[config.mk]
export PLATFORM = sky130hd
export DESIGN_NAME = sha256_byte_stream_hasher
export DESIGN_NICKNAME = d
export VERILOG_FILES = /design/src/sv/sha_pkg.sv /design/src/sv/sha_queue.sv /design/src/sv/sha_core.sv /design/src/sv/sha256_byte_stream_hasher.sv
export SDC_FILE = /design/constraint.sdc
export NUM_CORES = 2
export LEC_CHECK = 0
export BUFFER_PORTS_ARGS = -buffer_cell sky130_fd_sc_hd__buf_2
export CORE_ASPECT_RATIO = 1.1
export CORE_MARGIN = 4
export CORE_UTILIZATION = 50
export CTS_CLUSTER_SIZE = 16
export DETAILED_ROUTE_END_ITERATION = 16
export GPL_TIMING_DRIVEN = 0
export HOLD_SLACK_MARGIN = 0.15
export MAX_ROUTING_LAYER = met4
export PLACE_DENSITY_LB_ADDON = 0.08
export SYNTH_ARGS = -nofsm -noshare
export SYNTH_HDL_FRONTEND = slang
export SYNTH_HIERARCHICAL = 1
export SYNTH_SLANG_ARGS = --single-unit
export TNS_END_PERCENT = 100
[constraint.sdc]
create_clock -name clk -period 10.7 [get_ports clk]
set_input_delay 0.535 -clock clk [delete_from_list [all_inputs] [get_ports clk]]
set_output_delay 0.535 -clock clk [all_outputs]
set_load 0.03 [all_outputs]
[src/sv/sha_pkg.sv]
// ----------------------------------------------------------------------------
// SHA-256 hasher package
// Shared types, constants and round functions.
// ----------------------------------------------------------------------------
package sha_pkg;

  localparam int QueueDepth = 4;

  localparam logic [31:0] INIT_H [8] = '{
    32'h6a09e667, 32'hbb67ae85, 32'h3c6ef372, 32'ha54ff53a,
    32'h510e527f, 32'h9b05688c, 32'h1f83d9ab, 32'h5be0cd19
  };

  localparam logic [31:0] ROUND_K [64] = '{
    32'h428a2f98, 32'h71374491, 32'hb5c0fbcf, 32'he9b5dba5,
    32'h3956c25b, 32'h59f111f1, 32'h923f82a4, 32'hab1c5ed5,
    32'hd807aa98, 32'h12835b01, 32'h243185be, 32'h550c7dc3,
    32'h72be5d74, 32'h80deb1fe, 32'h9bdc06a7, 32'hc19bf174,
    32'he49b69c1, 32'hefbe4786, 32'h0fc19dc6, 32'h240ca1cc,
    32'h2de92c6f, 32'h4a7484aa, 32'h5cb0a9dc, 32'h76f988da,
    32'h983e5152, 32'ha831c66d, 32'hb00327c8, 32'hbf597fc7,
    32'hc6e00bf3, 32'hd5a79147, 32'h06ca6351, 32'h14292967,
    32'h27b70a85, 32'h2e1b2138, 32'h4d2c6dfc, 32'h53380d13,
    32'h650a7354, 32'h766a0abb, 32'h81c2c92e, 32'h92722c85,
    32'ha2bfe8a1, 32'ha81a664b, 32'hc24b8b70, 32'hc76c51a3,
    32'hd192e819, 32'hd6990624, 32'hf40e3585, 32'h106aa070,
    32'h19a4c116, 32'h1e376c08, 32'h2748774c, 32'h34b0bcb5,
    32'h391c0cb3, 32'h4ed8aa4a, 32'h5b9cca4f, 32'h682e6ff3,
    32'h748f82ee, 32'h78a5636f, 32'h84c87814, 32'h8cc70208,
    32'h90befffa, 32'ha4506ceb, 32'hbef9a3f7, 32'hc67178f2
  };

  localparam logic [7:0] PAD_BYTE = 8'h80;
  localparam logic [5:0] LEN_POS  = 6'd56;

  // One classified item between the front and the back end
  typedef struct packed {
    logic [7:0] data_byte;
    logic       byte_valid;
    logic       last;
  } sha_item_t;

  function automatic logic [31:0] ror32(input logic [31:0] x, input int n);
    ror32 = (x >> n) | (x << (32 - n));
  endfunction

  function automatic logic [31:0] ssig0(input logic [31:0] x);
    ssig0 = ror32(x, 7) ^ ror32(x, 18) ^ (x >> 3);
  endfunction

  function automatic logic [31:0] ssig1(input logic [31:0] x);
    ssig1 = ror32(x, 17) ^ ror32(x, 19) ^ (x >> 10);
  endfunction

  function automatic logic [31:0] bsig0(input logic [31:0] x);
    bsig0 = ror32(x, 2) ^ ror32(x, 13) ^ ror32(x, 22);
  endfunction

  function automatic logic [31:0] bsig1(input logic [31:0] x);
    bsig1 = ror32(x, 6) ^ ror32(x, 11) ^ ror32(x, 25);
  endfunction

endpackage

[src/sv/sha_queue.sv]
// ----------------------------------------------------------------------------
// SHA item queue
// Small FIFO that decouples the input front end from the hashing back end.
// ----------------------------------------------------------------------------
module sha_queue import sha_pkg::*; #(
  parameter int Depth = QueueDepth
) (
  input  logic      clk,
  input  logic      rst_n,
  input  logic      wr_en,
  input  sha_item_t wr_item,
  output logic      full,
  input  logic      rd_en,
  output sha_item_t rd_item,
  output logic      empty
);

  localparam int AW = (Depth > 1) ? $clog2(Depth) : 1;

  sha_item_t         mem_r [Depth];
  logic [AW-1:0]     wp_r, wp_nxt, rp_r, rp_nxt;
  logic [AW:0]       cnt_r, cnt_nxt;

  assign full    = (cnt_r == (AW+1)'(Depth));
  assign empty   = (cnt_r == '0);
  assign rd_item = mem_r[rp_r];

  always_comb begin
    wp_nxt  = wp_r;
    rp_nxt  = rp_r;
    cnt_nxt = cnt_r;
    if (wr_en) begin
      wp_nxt = (wp_r == AW'(Depth - 1)) ? '0 : wp_r + 1'b1;
    end
    if (rd_en) begin
      rp_nxt = (rp_r == AW'(Depth - 1)) ? '0 : rp_r + 1'b1;
    end
    if (wr_en && !rd_en) begin
      cnt_nxt = cnt_r + 1'b1;
    end else if (!wr_en && rd_en) begin
      cnt_nxt = cnt_r - 1'b1;
    end
  end

  always_ff @(posedge clk) begin
    if (wr_en) begin
      mem_r[wp_r] <= wr_item;
    end
    if (!rst_n) begin
      wp_r  <= '0;
      rp_r  <= '0;
      cnt_r <= '0;
    end else begin
      wp_r  <= wp_nxt;
      rp_r  <= rp_nxt;
      cnt_r <= cnt_nxt;
    end
  end

endmodule

[src/sv/sha_core.sv]
// ----------------------------------------------------------------------------
// SHA-256 back end
// Packs bytes into a block, pads, runs one round per cycle, emits digest.
// ----------------------------------------------------------------------------
module sha_core import sha_pkg::*; (
  input  logic        clk,
  input  logic        rst_n,
  input  logic        q_empty,
  input  sha_item_t   q_item,
  output logic        q_pop,
  output logic        out_tvalid,
  input  logic        out_tready,
  output logic [31:0] out_digest,
  output logic [2:0]  out_index,
  output logic        out_lastw
);

  localparam logic [2:0] S_TAKE = 3'd0;
  localparam logic [2:0] S_PAD  = 3'd1;
  localparam logic [2:0] S_LEN  = 3'd2;
  localparam logic [2:0] S_RND  = 3'd3;
  localparam logic [2:0] S_ADD  = 3'd4;
  localparam logic [2:0] S_OUT  = 3'd5;

  // step that follows the compression in progress
  localparam logic [1:0] N_TAKE = 2'd0;
  localparam logic [1:0] N_PAD  = 2'd1;
  localparam logic [1:0] N_LEN  = 2'd2;
  localparam logic [1:0] N_OUT  = 2'd3;

  logic [2:0]  st_r;
  logic [31:0] w_r [16];           // schedule window, also the block buffer
  logic [31:0] h_r [8];
  logic [31:0] v_r [8];
  logic [5:0]  fill_r, rnd_r;
  logic [60:0] len_r;
  logic [1:0]  follow_r;
  logic [2:0]  oidx_r;
  logic        ovld_r;

  logic [31:0] w_new, t1, t2, wt;
  logic [63:0] bits;
  logic [3:0]  fw;                 // word that holds the fill position
  logic [4:0]  fsh;                // bit offset of the fill byte in that word
  logic [31:0] pad_word;

  assign wt    = w_r[0];
  assign w_new = ssig1(w_r[14]) + w_r[9] + ssig0(w_r[1]) + w_r[0];
  assign t1    = v_r[7] + bsig1(v_r[4]) + ((v_r[4] & v_r[5]) ^ (~v_r[4] & v_r[6]))
                 + ROUND_K[rnd_r] + wt;
  assign t2    = bsig0(v_r[0]) + ((v_r[0] & v_r[1]) ^ (v_r[0] & v_r[2]) ^ (v_r[1] & v_r[2]));

  assign bits     = {len_r, 3'b000};
  assign fw       = fill_r[5:2];
  assign fsh      = {~fill_r[1:0], 3'b000};
  // keep the bytes before the fill position, put 0x80 there, clear the rest
  assign pad_word = (w_r[fw] & ~(32'hffffffff >> {fill_r[1:0], 3'b000}))
                    | (32'(PAD_BYTE) << fsh);

  assign q_pop      = (st_r == S_TAKE) && !q_empty;
  assign out_tvalid = ovld_r;
  assign out_digest = h_r[oidx_r];
  assign out_index  = oidx_r;
  assign out_lastw  = (oidx_r == 3'd7);

  always_ff @(posedge clk) begin
    if (!rst_n) begin
      st_r     <= S_TAKE;
      fill_r   <= '0;
      len_r    <= '0;
      follow_r <= N_TAKE;
      ovld_r   <= 1'b0;
      oidx_r   <= '0;
      rnd_r    <= '0;
      for (int i = 0; i < 8; i++) h_r[i] <= INIT_H[i];
    end else begin
      case (st_r)
        S_TAKE: begin
          if (!q_empty) begin
            if (q_item.byte_valid) begin
              w_r[fw][fsh +: 8] <= q_item.data_byte;
              len_r  <= len_r + 61'd1;
              fill_r <= fill_r + 6'd1;
            end
            if (q_item.byte_valid && fill_r == 6'd63) begin
              // block full: compress now, pad afterwards if this item ends the message
              st_r     <= S_RND;
              rnd_r    <= '0;
              follow_r <= q_item.last ? N_PAD : N_TAKE;
              for (int i = 0; i < 8; i++) v_r[i] <= h_r[i];
            end else if (q_item.last) begin
              st_r <= S_PAD;
            end
          end
        end
        S_PAD: begin
          // 0x80 then zero fill to the end of the block
          for (int i = 0; i < 16; i++) begin
            if (4'(i) == fw) w_r[i] <= pad_word;
            else if (4'(i) > fw) w_r[i] <= '0;
          end
          if (fill_r >= LEN_POS) begin
            // length does not fit: compress this block, then a zero block
            st_r     <= S_RND;
            rnd_r    <= '0;
            fill_r   <= '0;
            follow_r <= N_LEN;
            for (int i = 0; i < 8; i++) v_r[i] <= h_r[i];
          end else begin
            st_r <= S_LEN;
          end
        end
        S_LEN: begin
          w_r[14]  <= bits[63:32];
          w_r[15]  <= bits[31:0];
          st_r     <= S_RND;
          rnd_r    <= '0;
          fill_r   <= '0;
          follow_r <= N_OUT;
          for (int i = 0; i < 8; i++) v_r[i] <= h_r[i];
        end
        S_RND: begin
          for (int i = 0; i < 15; i++) w_r[i] <= w_r[i+1];
          w_r[15] <= w_new;
          v_r[7] <= v_r[6];
          v_r[6] <= v_r[5];
          v_r[5] <= v_r[4];
          v_r[4] <= v_r[3] + t1;
          v_r[3] <= v_r[2];
          v_r[2] <= v_r[1];
          v_r[1] <= v_r[0];
          v_r[0] <= t1 + t2;
          rnd_r  <= rnd_r + 6'd1;
          if (rnd_r == 6'd63) st_r <= S_ADD;
        end
        S_ADD: begin
          for (int i = 0; i < 8; i++) h_r[i] <= h_r[i] + v_r[i];
          case (follow_r)
            N_PAD: st_r <= S_PAD;
            N_LEN: begin
              st_r <= S_LEN;
              for (int i = 0; i < 14; i++) w_r[i] <= '0;
            end
            N_OUT: begin
              st_r   <= S_OUT;
              ovld_r <= 1'b1;
              oidx_r <= '0;
            end
            default: st_r <= S_TAKE;
          endcase
        end
        S_OUT: begin
          if (out_tready) begin
            oidx_r <= oidx_r + 3'd1;
            if (oidx_r == 3'd7) begin
              ovld_r <= 1'b0;
              st_r   <= S_TAKE;
              len_r  <= '0;
              for (int i = 0; i < 8; i++) h_r[i] <= INIT_H[i];
            end
          end
        end
        default: st_r <= S_TAKE;
      endcase
    end
  end

endmodule

[src/sv/sha256_byte_stream_hasher.sv]
// ----------------------------------------------------------------------------
// SHA-256 byte stream hasher
// Hashes a message given one byte per item and returns eight digest words.
// ----------------------------------------------------------------------------
// Input channel in_*: one byte per item, in_tuser marks the byte as part of
// the message, in_tlast ends the message (it may carry no byte).
// Output channel out_*: eight items per message, the digest words most
// significant first, out_tuser holds the word index, out_tlast the last.
// A front FIFO of four items takes input while the back end is busy.
// The core takes one item per cycle while it fills a block; each full block
// then runs through the one-round-per-cycle compression core (64 rounds,
// one add), during which new input waits in the FIFO. After last, padding
// and then the length are written; the first digest word follows their
// compression; if the length does not fit, a second block is compressed too.
// Reset loads the initial hash values and empties the FIFO. A stalled
// receiver holds the current digest word; input then backs up into the FIFO.
// After the eighth word the block is ready for the next message.
// ----------------------------------------------------------------------------
module sha256_byte_stream_hasher import sha_pkg::*; #(
  parameter int QDepth = QueueDepth
) (
  input  logic        clk,
  input  logic        rst_n,
  input  logic        in_tvalid,
  output logic        in_tready,
  input  logic [7:0]  in_tdata,   // data_byte
  input  logic        in_tuser,   // byte_valid
  input  logic        in_tlast,   // last
  output logic        out_tvalid,
  input  logic        out_tready,
  output logic [31:0] out_tdata,  // digest_word
  output logic [2:0]  out_tuser,  // word_index
  output logic        out_tlast   // last_word
);

  sha_item_t in_item, q_item;
  logic      q_full, q_empty, q_pop;

  assign in_item   = '{data_byte: in_tdata, byte_valid: in_tuser, last: in_tlast};
  assign in_tready = !q_full;

  sha_queue #(.Depth(QDepth)) u_queue (
    .clk    (clk),
    .rst_n  (rst_n),
    .wr_en  (in_tvalid && !q_full),
    .wr_item(in_item),
    .full   (q_full),
    .rd_en  (q_pop),
    .rd_item(q_item),
    .empty  (q_empty)
  );

  sha_core u_core (
    .clk       (clk),
    .rst_n     (rst_n),
    .q_empty   (q_empty),
    .q_item    (q_item),
    .q_pop     (q_pop),
    .out_tvalid(out_tvalid),
    .out_tready(out_tready),
    .out_digest(out_tdata),
    .out_index (out_tuser),
    .out_lastw (out_tlast)
  );

endmodule

==> impl_metrics.json <==
{
  "grt_pass1_wl_microns": 549000,
  "tightestPinTransition_ns": 1.54,
  "synth_fp_nets": 9094,
  "finish.cell_count_without_fillers": 11000,
  "postSynth.topFlopCell": "sky130_fd_sc_hd__edfxtp_1",
  "clk_transition_reported_paths_ns": 0.06,
  "ys_warn_count": 6,
  "synth.distinct_cells": 97,
  "layout_min_cycle_time_ns": 10.46,
  "worst_hold_path.endpoint": "u_queue/cnt_r[2]",
  "track_usage_pct": 47.1,
  "finish.net_count": 9356,
  "skew_ns": 0.0413,
  "detail_route.iter0.violations": 12200,
  "cts_tree": "built",
  "worst-path-buf-inv": 9,
  "synth_to_layout_area_growth_pct": 10.5,
  "post-route-drc-count": 0,
  "top_level_ports": 52,
  "crit_path_top_delay_cell": "sky130_fd_sc_hd__fa_1",
  "cap_violations": 5,
  "fp.dieArea_sq_um": 170000,
  "post_drt_wl_per_cell_microns": 36.3,
  "cts_made_buffers": 137,
  "syn_area_per_cell_sq_um": 9.63,
  "drive_gt1_share_pct": 8.02,
  "pre_cts_ws_ns": -3.08,
  "hold_depth": 2,
  "synth_top_cells_by_area": "sky130_fd_sc_hd__edfxtp_1, sky130_fd_sc_hd__nand2_1, sky130_fd_sc_hd__ha_1",
  "worstRegToRegCells": 41,
  "report.final.hold_viol_count": 0,
  "cp.arrival_ns": 11.00,
  "grt_start_max_net_pins": 66,
  "layout.area.seq_sq_um": 32600,
  "global_route.overflow_total": 0,
  "synth_top_area_cell": "sky130_fd_sc_hd__edfxtp_1",
  "clock_tree.root_cell": "sky130_fd_sc_hd__clkbuf_16",
  "crit_share_post_route_pct": 97.8,
  "synth_enable_flop_cells": 936,
  "finalWirelength_microns": 400000,
  "cpLargestDelayFamily": "compound AO/OA/AOI/OAI gates",
  "cts.sink_count": 1162,
  "critPathMostFrequentCell": "sky130_fd_sc_hd__inv_1",
  "postSynthCellCount": 8480,
  "setup_cp_type": "register to register",
  "fillerInstances": 14700,
  "die_height_microns": 432,
  "worstPathRequired_ns": 11.24,
  "dpl.hpwl_microns": 315000,
  "layout_setup_ws_ns": 0.238,
  "clock_tree.htree_level_count": 4,
  "rows": 155,
  "multi_input_area_sq_um": 46000,
  "number_of_antenna_violations_at_the_first_check_in_global_routing": 46,
  "timing.rr.end": "u_core/v_r[0][31]",
  "initial_core_util_pct": 50.3,
  "port_buffers": 51,
  "timing.slew.headroom_pct": -2.98,
  "timing.fmax_ghz": 0.0956,
  "chip_width_microns": 393,
  "cts-root-to-sink-buffers": 3,
  "crit_path_max_fanout": 13,
  "fp.coreArea_sq_um": 162000,
  "classification_of_the_worst_slack_hold_path": "input pin to register",
  "worst_path_largest_cell_delay_ns": 0.57,
  "remaining_number_of_nets_flagged_by_the_antenna_check_after_routing": 0,
  "r2r_start": "u_core/rnd_r[1]",
  "worst-r2r-setup-slack_ns": 0.24,
  "synthArstFlopShare_pct": 0,
  "avgViaCountPerCell": 6.89,
  "timing_max_transition_violations_final": 45,
  "post_synth_instance_area_sq_um": 81700,
  "status": "complete, but fails checks",
  "first_global_vias": 71100,
  "stdcell_area_sq_um": 90300,
  "synth-seq-cells": 1162,
  "failed_checks": "capacitance limit, slew limit",
  "setup_violations": 0,
  "routed-via-count": 75800,
  "post-synth-top-area-fraction_pct": 34.4,
  "place.detailed.instances": 10700,
  "cp-end-kind": "register",
  "gp_weighted_congestion": 1.13,
  "share_of_the_yosys_chip_area_belonging_to_registers_pct": 40.0,
  "final_core_util_pct": 55.6,
  "worst_setup_path_start_kind": "register",
  "mostFrequentLayoutCells": "sky130_fd_sc_hd__nand2_1, sky130_fd_sc_hd__edfxtp_1, sky130_fd_sc_hd__o21ai_0, sky130_fd_sc_hd__a21oi_1, sky130_fd_sc_hd__clkbuf_1",
  "insertion_delay_ns": 0.84,
  "drt_pass1_iterations": 10,
  "layout.cells.most_common": "sky130_fd_sc_hd__nand2_1",
  "placement.cell_area_sq_um": 85300,
  "worst_min_delay_path_startpoint": "rst_n"
}
-- worst max-delay path by stage --
stage                          startpoint           endpoint  cells past startpoint
after global placement    u_core/rnd_r[1]  u_core/v_r[0][31]                     37
after global routing      u_core/rnd_r[2]  u_core/v_r[0][31]                     41
after floorplan           u_core/rnd_r[1]  u_core/v_r[0][31]                     40
final                     u_core/rnd_r[1]  u_core/v_r[0][31]                     41
after detailed placement  u_core/rnd_r[1]  u_core/v_r[0][31]                     37
after CTS                 u_core/rnd_r[1]  u_core/v_r[0][31]                     42
-- cells in the mapped netlist (111+ instances only) --
cell type / count
sky130_fd_sc_hd__xnor2_1: 368
sky130_fd_sc_hd__nand2_1: 1528
sky130_fd_sc_hd__a21o_1: 197
sky130_fd_sc_hd__clkbuf_1: 458
sky130_fd_sc_hd__ha_1: 404
sky130_fd_sc_hd__fa_1: 196
sky130_fd_sc_hd__o221ai_1: 224
sky130_fd_sc_hd__nor3_1: 111
sky130_fd_sc_hd__xor2_1: 244
sky130_fd_sc_hd__nand3_1: 135
sky130_fd_sc_hd__inv_1: 336
sky130_fd_sc_hd__o21ai_0: 710
sky130_fd_sc_hd__dfxtp_1: 226
sky130_fd_sc_hd__nor2_1: 467
sky130_fd_sc_hd__a21oi_1: 529
sky130_fd_sc_hd__mux4_2: 189
sky130_fd_sc_hd__edfxtp_1: 936
-- what timing repair did --
item	4_1_cts	5_1_grt
hold buffers	10	0
resized for setup	51	43
setup buffers	2	1
pin swaps	2	5
hold endpoints to repair	40	0
endpoints found under the setup margin	44	12
-- sequential cells by signal, indices dropped and copies added, names as in the netlist, 3 cells and up, named ones only --
register and cells:
u_queue/mem_r 40, u_core/len_r 61, u_core/v_r 256, u_core/fill_r 6
u_core/h_r 256, u_core/out_index 3, u_core/w_r 512, u_core/st_r 3
u_queue/cnt_r 3, u_core/rnd_r 6
-- worst register-to-register path: cells and delay by family, from the launching register on --
family	cells	cell delay (ns)
AO/OA/AOI/OAI	16	3.75
AND/OR/NAND/NOR	5	0.98
adder cells (fa/ha/maj)	8	3.20
XOR/XNOR	3	0.72
flip-flops	1	0.39
buffers and inverters	9	1.15
-- layer usage --
layer / global-route usage (%) / vias to the layer above / share of wire, %
met1: 55.7 / 36800 / 35
met4: 39.5 / 0 / 11
met2: 66.4 / 6045 / 41
li1: - / 31400 / -
met3: 13.8 / 1522 / 13
met5: - / - / 0
-- logic make-up (layout without fill, tap and decap cells) --
group / Yosys count / after routing / share of synthesized area, %
and+or+nand+nor: 2622 / 2622 / 13.7
AOI/OAI and AO/OA: 2312 / 2312 / 18.2
DFF: 1162 / 1162 / 40.0
buffers and inverters: 890 / 1264 / 4.15
xor gates and xnor gates: 612 / 612 / 6.56
adders and majority gates: 603 / 603 / 11.0
muxes: 279 / 279 / 6.40
other: 0 / 37 / 0
-- through the flow --
step           hold slack [ns]  setup TNS [ns]
3_5_place_dp             0.482          -64.83
4_1_cts                  0.164               0
3_3_place_gp             0.462          -77.13
2_1_floorplan            0.447               0
6_report                 0.211               0
5_1_grt                  0.195        -0.00560
-- final cells by class --
type | count | area share (%)
diodes | 37 | 0.103
well taps | 2119 | 2.94
plain buffers | 548 | 2.40
repair buffers | 125 | 1.13
clock buffers | 187 | 4.13
flip-flops and latches | 1162 | 36.2
multi-input cells | 6428 | 50.9
clock inverters | 64 | 0.765
inverters | 340 | 1.43
Power is not shown: default switching activity piles up to over one toggle a cycle in this logic, so the estimate is an artifact.
